--- src/rtl/uhx_pkg.sv ---
package uhx_pkg;

  localparam logic [7:0] UNDERSCORE = 8'h5F;
  localparam logic [7:0] CHAR_ZERO = 8'h30;
  localparam logic [7:0] CHAR_NINE = 8'h39;
  localparam logic [7:0] CHAR_A_LOWER = 8'h61;
  localparam logic [7:0] CHAR_F_LOWER = 8'h66;
  localparam int unsigned MAX_EMIT = 4;

  typedef enum logic [1:0] {
    MODE_IDLE,
    MODE_ONE,
    MODE_TWO,
    MODE_DIGIT
  } scan_mode_t;

  typedef struct packed {
    logic [7:0] in_byte;
    logic       is_final;
  } in_beat_t;

  typedef struct packed {
    logic [7:0] out_byte;
    logic       run_end;
    logic       name_end;
  } out_beat_t;

  // Decoded bytes of one input beat, in output order from entry zero.
  typedef struct packed {
    logic [MAX_EMIT-1:0][7:0] bytes;
    logic [2:0]               count;
    logic                     fin;
  } uhx_emit_t;

  function automatic logic is_hex(input logic [7:0] b);
    return ((b >= CHAR_ZERO) && (b <= CHAR_NINE)) ||
           ((b >= CHAR_A_LOWER) && (b <= CHAR_F_LOWER));
  endfunction

  function automatic logic [3:0] hex_val(input logic [7:0] b);
    logic [7:0] v;
    if ((b >= CHAR_ZERO) && (b <= CHAR_NINE)) begin
      v = b - CHAR_ZERO;
    end else if ((b >= CHAR_A_LOWER) && (b <= CHAR_F_LOWER)) begin
      v = b - CHAR_A_LOWER + 8'd10;
    end else begin
      v = 8'd0;
    end
    return v[3:0];
  endfunction

endpackage

--- src/rtl/underscore_hex_escape_decoder_core.sv ---
// Decodes an underscore-escaped name one byte per beat. A double underscore followed by a
// third underscore gives a literal double underscore, followed by two lowercase hex digits
// gives the byte they spell, and followed by anything else is passed on unchanged. Each input
// beat is decoded in the cycle it is accepted into a small output buffer of up to four beats,
// which drains one beat per cycle while out_ready is high; a new input beat is taken in the
// same cycle as the last buffered beat leaves, so plain bytes stream at one per cycle while
// out_ready is high. A beat that breaks an escape or ends a name may produce two to four
// output beats and holds the input until all but the last have left; beats that only open an
// escape produce nothing. run_end marks the last output of each input beat, name_end of a name.
module underscore_hex_escape_decoder_core (
  input  logic               clk,
  input  logic               rst,
  input  logic               in_valid,
  output logic               in_ready,
  input  uhx_pkg::in_beat_t  in_beat,
  output logic               out_valid,
  input  logic               out_ready,
  output uhx_pkg::out_beat_t out_beat
);
  import uhx_pkg::*;

  uhx_emit_t emit;
  logic      in_accept;

  assign in_accept = in_valid && in_ready;

  uhx_scan u_scan (
    .clk       (clk),
    .rst       (rst),
    .in_accept (in_accept),
    .in_beat   (in_beat),
    .emit      (emit)
  );

  uhx_emit_buf u_emit_buf (
    .clk       (clk),
    .rst       (rst),
    .load      (in_accept),
    .emit      (emit),
    .in_ready  (in_ready),
    .out_valid (out_valid),
    .out_ready (out_ready),
    .out_beat  (out_beat)
  );

endmodule

--- src/rtl/uhx_scan.sv ---
module uhx_scan (
  input  logic              clk,
  input  logic              rst,
  input  logic              in_accept,
  input  uhx_pkg::in_beat_t in_beat,
  output uhx_pkg::uhx_emit_t emit
);
  import uhx_pkg::*;

  scan_mode_t scan_mode;
  scan_mode_t scan_mode_next;
  scan_mode_t step_mode;
  logic [7:0] held_digit;
  logic [7:0] held_digit_next;
  logic [7:0] b;
  logic       fin;

  assign b = in_beat.in_byte;
  assign fin = in_beat.is_final;

  always_comb begin
    step_mode = MODE_IDLE;
    held_digit_next = held_digit;
    unique case (scan_mode)
      MODE_IDLE: begin
        step_mode = (b == UNDERSCORE) ? MODE_ONE : MODE_IDLE;
      end
      MODE_ONE: begin
        step_mode = (b == UNDERSCORE) ? MODE_TWO : MODE_IDLE;
      end
      MODE_TWO: begin
        if (b == UNDERSCORE) begin
          step_mode = MODE_IDLE;
        end else if (is_hex(b)) begin
          step_mode = MODE_DIGIT;
          held_digit_next = b;
        end else begin
          step_mode = MODE_IDLE;
        end
      end
      MODE_DIGIT: begin
        if (is_hex(b)) begin
          step_mode = MODE_IDLE;
        end else begin
          step_mode = (b == UNDERSCORE) ? MODE_ONE : MODE_IDLE;
        end
        held_digit_next = 8'd0;
      end
      default: step_mode = MODE_IDLE;
    endcase
    scan_mode_next = step_mode;
    if (fin) begin
      scan_mode_next = MODE_IDLE;
      held_digit_next = 8'd0;
    end
  end

  always_comb begin
    emit = '0;
    emit.fin = fin;
    unique case (scan_mode)
      MODE_IDLE: begin
        if (b != UNDERSCORE) begin
          emit.bytes[emit.count[1:0]] = b;
          emit.count = emit.count + 3'd1;
        end
      end
      MODE_ONE: begin
        if (b != UNDERSCORE) begin
          emit.bytes[emit.count[1:0]] = UNDERSCORE;
          emit.count = emit.count + 3'd1;
          emit.bytes[emit.count[1:0]] = b;
          emit.count = emit.count + 3'd1;
        end
      end
      MODE_TWO: begin
        if (b == UNDERSCORE) begin
          emit.bytes[emit.count[1:0]] = UNDERSCORE;
          emit.count = emit.count + 3'd1;
          emit.bytes[emit.count[1:0]] = UNDERSCORE;
          emit.count = emit.count + 3'd1;
        end else if (!is_hex(b)) begin
          emit.bytes[emit.count[1:0]] = UNDERSCORE;
          emit.count = emit.count + 3'd1;
          emit.bytes[emit.count[1:0]] = UNDERSCORE;
          emit.count = emit.count + 3'd1;
          emit.bytes[emit.count[1:0]] = b;
          emit.count = emit.count + 3'd1;
        end
      end
      MODE_DIGIT: begin
        if (is_hex(b)) begin
          emit.bytes[emit.count[1:0]] = {hex_val(held_digit), hex_val(b)};
          emit.count = emit.count + 3'd1;
        end else begin
          emit.bytes[emit.count[1:0]] = UNDERSCORE;
          emit.count = emit.count + 3'd1;
          emit.bytes[emit.count[1:0]] = UNDERSCORE;
          emit.count = emit.count + 3'd1;
          emit.bytes[emit.count[1:0]] = held_digit;
          emit.count = emit.count + 3'd1;
          if (b != UNDERSCORE) begin
            emit.bytes[emit.count[1:0]] = b;
            emit.count = emit.count + 3'd1;
          end
        end
      end
      default: emit.count = 3'd0;
    endcase
    // On the last beat of a name, whatever is still held is flushed unchanged.
    if (fin) begin
      unique case (step_mode)
        MODE_IDLE: begin
          emit.count = emit.count;
        end
        MODE_ONE: begin
          emit.bytes[emit.count[1:0]] = UNDERSCORE;
          emit.count = emit.count + 3'd1;
        end
        MODE_TWO: begin
          emit.bytes[emit.count[1:0]] = UNDERSCORE;
          emit.count = emit.count + 3'd1;
          emit.bytes[emit.count[1:0]] = UNDERSCORE;
          emit.count = emit.count + 3'd1;
        end
        MODE_DIGIT: begin
          emit.bytes[emit.count[1:0]] = UNDERSCORE;
          emit.count = emit.count + 3'd1;
          emit.bytes[emit.count[1:0]] = UNDERSCORE;
          emit.count = emit.count + 3'd1;
          emit.bytes[emit.count[1:0]] = b;
          emit.count = emit.count + 3'd1;
        end
        default: emit.count = emit.count;
      endcase
    end
  end

  always_ff @(posedge clk) begin
    if (rst) begin
      scan_mode <= MODE_IDLE;
      held_digit <= 8'd0;
    end else if (in_accept) begin
      scan_mode <= scan_mode_next;
      held_digit <= held_digit_next;
    end
  end

  a_final_returns_idle: assert property (@(posedge clk) disable iff (rst)
    (in_accept && fin) |=> (scan_mode == MODE_IDLE))
    else $error("scan mode not idle after the last beat of a name");

  a_final_emits: assert property (@(posedge clk) disable iff (rst)
    (in_accept && fin) |-> (emit.count != 3'd0))
    else $error("last beat of a name produced no output");

  a_digit_held: assert property (@(posedge clk) disable iff (rst)
    (scan_mode == MODE_DIGIT) |-> is_hex(held_digit))
    else $error("held digit is not a hex digit");

endmodule

--- src/rtl/uhx_emit_buf.sv ---
module uhx_emit_buf (
  input  logic               clk,
  input  logic               rst,
  input  logic               load,
  input  uhx_pkg::uhx_emit_t emit,
  output logic               in_ready,
  output logic               out_valid,
  input  logic               out_ready,
  output uhx_pkg::out_beat_t out_beat
);
  import uhx_pkg::*;

  logic [MAX_EMIT-1:0][7:0] bytes;
  logic [2:0]               remain;
  logic [1:0]               idx;
  logic                     fin;
  logic                     drain;

  assign out_valid = (remain != 3'd0);
  assign drain = out_valid && out_ready;
  assign in_ready = (remain == 3'd0) || ((remain == 3'd1) && out_ready);

  assign out_beat.out_byte = bytes[idx];
  assign out_beat.run_end = (remain == 3'd1);
  assign out_beat.name_end = (remain == 3'd1) && fin;

  always_ff @(posedge clk) begin
    if (rst) begin
      remain <= 3'd0;
      idx <= 2'd0;
    end else if (load) begin
      remain <= emit.count;
      idx <= 2'd0;
    end else if (drain) begin
      remain <= remain - 3'd1;
      idx <= idx + 2'd1;
    end
  end

  always_ff @(posedge clk) begin
    if (load) begin
      bytes <= emit.bytes;
      fin <= emit.fin;
    end
  end

  a_remain_bound: assert property (@(posedge clk) disable iff (rst)
    remain <= 3'(MAX_EMIT))
    else $error("output buffer holds more beats than it has entries");

  a_index_bound: assert property (@(posedge clk) disable iff (rst)
    ({1'b0, idx} + remain) <= 3'(MAX_EMIT))
    else $error("read index runs past the buffered beats");

  a_drain_empties: assert property (@(posedge clk) disable iff (rst)
    (drain && (remain == 3'd1) && !load) |=> !out_valid)
    else $error("buffer not empty after its last beat was taken");

endmodule

--- config.mk ---
export PLATFORM = sky130hd
export DESIGN_NAME = underscore_hex_escape_decoder_core
export DESIGN_NICKNAME = d
export VERILOG_FILES = /design/src/rtl/uhx_pkg.sv /design/src/rtl/underscore_hex_escape_decoder_core.sv /design/src/rtl/uhx_scan.sv /design/src/rtl/uhx_emit_buf.sv
export SDC_FILE = /design/constraint.sdc
export NUM_CORES = 1
export LEC_CHECK = 0
export ABC_AREA = 1
export BUFFER_PORTS_ARGS = -buffer_cell sky130_fd_sc_hd__buf_4
export CAP_MARGIN = 15
export CORE_AREA = 8 8 103 105
export DETAILED_ROUTE_END_ITERATION = 8
export DIE_AREA = 0 0 111 113
export GPL_TIMING_DRIVEN = 0
export PLACE_DENSITY_LB_ADDON = 0.2
export SETUP_SLACK_MARGIN = 0.1
export SLEW_MARGIN = 20
export SYNTH_ARGS = -nofsm -noshare
export SYNTH_HDL_FRONTEND = slang
export SYNTH_HIERARCHICAL = 1
export SYNTH_SLANG_ARGS = --single-unit
--- constraint.sdc ---
create_clock -name clk -period 5.7 [get_ports clk]
set_clock_uncertainty 0.05 [all_clocks]
set_input_delay 0.285 -clock clk [delete_from_list [all_inputs] [get_ports clk]]
set_output_delay 0.285 -clock clk [all_outputs]
set_load 0.05 [all_outputs]
# ---- Word-level counts from Yosys, hierarchy flattened
# Index checks and enable logic that the tools add are counted.
dict set report totals {
  in_bits 13
  output_inout_bits 12
  wordCells 115
  reg_bits 48
}
dict set report op_classes {
  add_sub_neg 11
  reduce_logical 21
  eq_ne 11
  bitwise_logic 6
  n_mux 42
  n_lt_le_gt_ge 15
}
# operator count
set op_table {}
lappend op_table {{32-bit one-hot mux with 3 select lines} 1}
lappend op_table {{8-bit two-way mux} 10}
lappend op_table {{8-bit demux with 2-bit select} 3}
lappend op_table {{24-bit OR} 2}
lappend op_table {{11-bit one-hot mux with 4 select lines} 1}
lappend op_table {{19-bit two-way mux} 2}
lappend op_table {{35-bit two-way mux} 1}
lappend op_table {{32-bit bitwise mux} 1}
lappend op_table {{8-bit one-hot mux with 2 select lines} 2}
lappend op_table {{27-bit two-way mux} 1}
lappend op_table {{24-bit two-way mux} 1}
lappend op_table {{8-bit one-hot mux with 3 select lines} 1}
lappend op_table {{11-bit two-way mux} 2}
lappend op_table {{8-bit AND} 2}
lappend op_table {{8-bit binary-select mux with 2-bit select} 1}
lappend op_table {{8-bit by 6-bit greater-or-equal comparator with 1-bit output (second input constant)} 2}
lappend op_table {{8-bit by 7-bit greater-or-equal comparator with 1-bit output (second input constant)} 2}
lappend op_table {{8-bit by 6-bit less-or-equal comparator with 1-bit output (second input constant)} 2}
lappend op_table {{8-bit by 7-bit less-or-equal comparator with 1-bit output (second input constant)} 2}
lappend op_table {{4-bit two-way mux} 4}
lappend op_table {{8-bit inverter} 2}
lappend op_table {{4-bit by 1-bit subtractor with 4-bit output (second input constant)} 4}
lappend op_table {{2-bit by 3-bit less-than comparator with 1-bit output (second input constant)} 4}
lappend op_table {{3-bit one-hot mux with 4 select lines} 1}
lappend op_table {{other kinds (24)} 52}

# ---- Depth between registers and ports, before layout
dict set report logic_depth {
  ltp_word 17
  mapped_depth 20
  mapped_depth_nobuf 20
}

# ---- Cells and area by module
# The synthesis kept the hierarchy.
# module cells_each area_per_inst_um2 seq_area_each_um2 n_inst
set by_module_without_submodules {}
lappend by_module_without_submodules {uhx_scan 417 2349.8 200.2 1}
lappend by_module_without_submodules {uhx_emit_buf 127 1556.5 1091.0 1}
lappend by_module_without_submodules {underscore_hex_escape_decoder_core 2 7.5 0.0 1}

# ---- Worst setup path before layout
# Ideal clock, no wire load.
dict set report synth_path {
  path_kind {register to register}
  startpoint {register u_emit_buf.remain[1]}
  endpoint {register u_scan.held_digit[0]}
  arrival_time_ns 3.420
  path_buffers 0
  stages_incl_launch_ff 13
  required_ns 5.580
  slack_ns 2.159
  period_less_slack_ns 3.541
  setup_time_ns 0.070
  path_cell_list {dfxtp_1 -> inv_1 -> ha_1 -> inv_1 -> nor2_1 -> nand2_1 -> nand2_1 -> nand2_1 -> inv_1 -> inv_1 -> nor2_1 -> nand4_1 -> a21oi_1}
}
# element line_no
set synth_lines {}
lappend synth_lines {{from (decl)} uhx_emit_buf.sv:14} ;# logic [2:0] remain;
lappend synth_lines {{from (signal assigned)} uhx_emit_buf.sv:32} ;# remain <= emit.count;
lappend synth_lines {{from (signal assigned)} uhx_emit_buf.sv:35} ;# remain <= remain - 3'd1;
lappend synth_lines {{to (signal assigned)} uhx_scan.sv:145} ;# held_digit <= held_digit_next;
lappend synth_lines {{to (decl)} uhx_scan.sv:13} ;# logic [7:0] held_digit;

# ---- Final worst setup path
dict set report layout_path {
  startpoint {register u_emit_buf.remain[1]}
  endpoint {register u_scan.held_digit[3]}
}
dict set report layout_via {
  elab_chain_cells 5
  word_cells_on_any_way 6
  classes_between {eq/ne: 1; reduce/logical: 5}
}
# element line_no
set layout_lines {}
lappend layout_lines {{3-bit by 1-bit equality test with 1-bit output} uhx_emit_buf.sv:21} ;# assign in_ready = (remain == 3'd0) || ((remain == 3'd1) && out_ready);
lappend layout_lines {{1-bit logical AND} uhx_emit_buf.sv:21}
lappend layout_lines {{1-bit logical OR (*)} uhx_emit_buf.sv:21}
lappend layout_lines {{1-bit logical AND (*)} underscore_hex_escape_decoder_core.sv:25} ;# assign in_accept = in_valid && in_ready;
lappend layout_lines {{net in_accept} underscore_hex_escape_decoder_core.sv:23} ;# logic in_accept;
lappend layout_lines {{4-bit AND reduction (no source line) (*)} -}
# The timed path passes the listed nets; every way through them passes the cells marked *.
# A chain may end at the register's enable or synchronous reset.

==> impl_metrics.tcl <==
set metrics [dict create \
    hpwl_um 8724 \
    worst_path_dominant_cell_family "simple AND/OR/NAND/NOR gates" \
    cpPeakStageDelay_ns 0.58 \
    grt_pass1_wl_um 17720 \
    clock.fmax_mhz 371.1 \
    layout.cells.non_filler 688 \
    std_cell_rows 35 \
    crit_fanout 41 \
    hold_class "in -> reg" \
    grt-ovfl-total 0 \
    cts_buffer_depth 2 \
    synth_edf_count 33 \
    rrSetupSlack_ns 3.01 \
    fp.dieH_um 113 \
    final_hold_viol_count 0 \
    crit_start "u_emit_buf/remain[1]" \
    cp.arrival_ns 2.89 \
    ys_types 40 \
    cpMaxStageDelayCell "inv_2" \
    path_buf_inv 4 \
    seq_area_frac_synth_pct 32.99 \
    worst_pin_slew_ns 0.8093 \
    insertion_delay_ns 0.31 \
    clk_pin_slew_ns 0.10 \
    ys_seq_elements 48 \
    routedWlPerCell_um 15.63 \
    synthTopCellsByArea "edfxtp_1, nand2_1, dfxtp_1" \
    setup_viol 0 \
    antennaDiodeCount 0 \
    p_int_uw 763.7 \
    r2r_cells 12 \
    antenna_left 0 \
    p_leak_uw 0.001965 \
    setup-tns-final_ns 0 \
    relSlewSlack_pct 45.99 \
    cts_made_buffers 5 \
    synth_area_sq_um 3914 \
    drt-initial-drc-count 234 \
    clockRootBuffer "clkbuf_8" \
    groute.usage.overall_pct 17.07 \
    status "completed" \
    rsz0062_at_grt "no" \
    routed_wirelength_um 10750 \
    cts_resized 0 \
    maxCapViolCount 0 \
    holdBufCountCts 0 \
    grt_max_degree 42 \
    required_ns 5.90 \
    min_from "in_beat[0]" \
    vias 3657 \
    reg2reg_to "u_scan/held_digit[3]" \
    synth_cells 546 \
    drc 0 \
    yosysTopAreaCell "edfxtp_1" \
    switchingPower_uw 477.2 \
    globalplace.congestion 0.9308 \
    antenna_found_initial 1 \
    die-area_sq_um 12540 \
    pwr-share-comb_pct 37.0 \
    ios 25 \
    syn_nets 573 \
    core_region_area_sq_um 8977 \
    drive_gt1_share_pct 18.54 \
    yosysTopAreaCellShare_pct 25.32 \
    floorplan.initialDensity_pct 43.60 \
    holdPathEnd "u_emit_buf/fin" \
    end_kind "flop" \
    synth_common_cells "nand2_1, nor2_1, inv_1, nand3_1, o21ai_0" \
    synth_ff_type "edfxtp_1" \
    maxSlewViolCount 0 \
    dp.cells 680 \
    fin_nets 603 \
    clkPwrFrac_pct 24.3 \
    port_buffers 23 \
    die_w_um 111 \
    power_density_nw_per_um2 284.4 \
    r2r_start "u_emit_buf/remain[1]" \
    holdPathStages 1 \
    crit_type "reg -> reg" \
    synth-async-reset-ratio_pct 0 \
    hold_slack_ns 0.1066 \
    startpoint_type "flop" \
    first_pass_iters 5 \
    first_global_vias 3565 \
    post-route-min-period_ns 2.695 \
    ir_worst_vdd_mv 0.1504 \
    post_cts_buffers 0 \
    layout_setup_ws_ns 3.005 \
    path_cells "inv_1 -> ha_1 -> inv_1 -> nor2_1 -> nand2_1 -> nand2_1 -> nand2_1 -> inv_2 -> inv_1 -> nor2_1 -> nand4_1 -> a21oi_1" \
    vias_per_cell 5.315 \
    htree_levels 2 \
    fin_crit_sh_pct 47.27 \
    pwr-share-seq_pct 38.7 \
    cts_tree "yes" \
    syn_area_per_cell_sq_um 7.168 \
    synth_warnings 6 \
    p_sw_share_pct 38.46 \
    place_ws_ns 3.032 \
    areaGrowthSynthToFinish_pct 11.48 \
    synth.most_common_cell "nand2_1" \
    cts.sinks 48 \
]
==> logic make-up after synthesis <==
family | synth area share [%]
flops | 32.99
fa+ha+maj | 4.476
compound gates | 11.60
buf+inv | 9.366
simple gates | 41.34
xor+xnor | 0.2238
==> per-layer routing <==
metal	global-route usage [%]	vias up	routed length, um
met1	21.38	1655	4857
met5	0	-	13
met2	28.58	107	5037
met3	2.910	25	580
met4	6.486	2	263
li1	-	1868	-
==> cell type report <==
class	count	area [sq um]
plain buffers	14	93.84
clock buffers	5	68.82
clock inverters	3	68.82
fillers	910	4614
inverters	71	272.8
multi-input cells	413	2256
flip-flops and latches	48	1291
well taps	111	138.9
repair buffers	23	172.7
==> how the worst max path moves through the flow <==
| stage | end | slack (ns) | depth (start not counted) |
|---|---|---|---|
| after floorplan | u_scan/held_digit[0] | 2.16 | 12 |
| after global placement | u_scan/held_digit[2] | 2.53 | 12 |
| after detailed placement | u_scan/held_digit[1] | 3.03 | 12 |
| after CTS | u_scan/held_digit[1] | 3.02 | 12 |
| after global routing | u_scan/held_digit[1] | 2.65 | 12 |
| final | u_scan/held_digit[3] | 3.01 | 12 |
==> power groups by stage <==
stage	clock (uW)	combinational, uW	sequential, uW
finish	301	460	480
CTS	307	466	481
global route	322	503	486
detailed placement	0	465	489
global placement	0	457	490
floorplan	0	340	482
==> worst register-to-register path: cells and delay by family, from the launching register on <==
family / cells / cell delay, ns
and+or+nand+nor: 6 / 0.99
buffers and inverters: 4 / 0.92
DFF: 1 / 0.32
AOI/OAI and AO/OA: 1 / 0.18
adders and majority gates: 1 / 0.17
==> state kept, by name, summed over array words and instances (netlist names) <==
register and flops:
u_emit_buf/fin 1, u_scan/held_digit 8, u_emit_buf/idx 2, u_emit_buf/bytes 32
u_scan/scan_mode 2, u_emit_buf/remain 3
==> cell usage in the layout, fill, tap and decap left out, types with 11 or more instances in the layout <==
cell	netlist	layout
nand2_2	11	11
nand3_2	11	11
ha_1	14	14
dfxtp_1	15	15
o21ai_0	38	38
a21oi_1	19	19
o22ai_1	15	15
nand3_1	50	50
buf_4	2	25
edfxtp_1	33	33
nor2_1	76	76
inv_1	54	53
inv_2	13	14
nand2_1	121	121
nand4_1	12	12
==> metrics by stage <==
step	instance area (sq um)	utilization [%]	total power (uW)
final	4363	48.60	1241
after detailed placement	4225	47.07	954.2
after CTS	4363	48.60	1253
after global placement	4225	47.07	947.4
after global routing	4363	48.60	1311
after floorplan	3914	-	822.0
No activity file was read; power rests on OpenSTA's default activity.
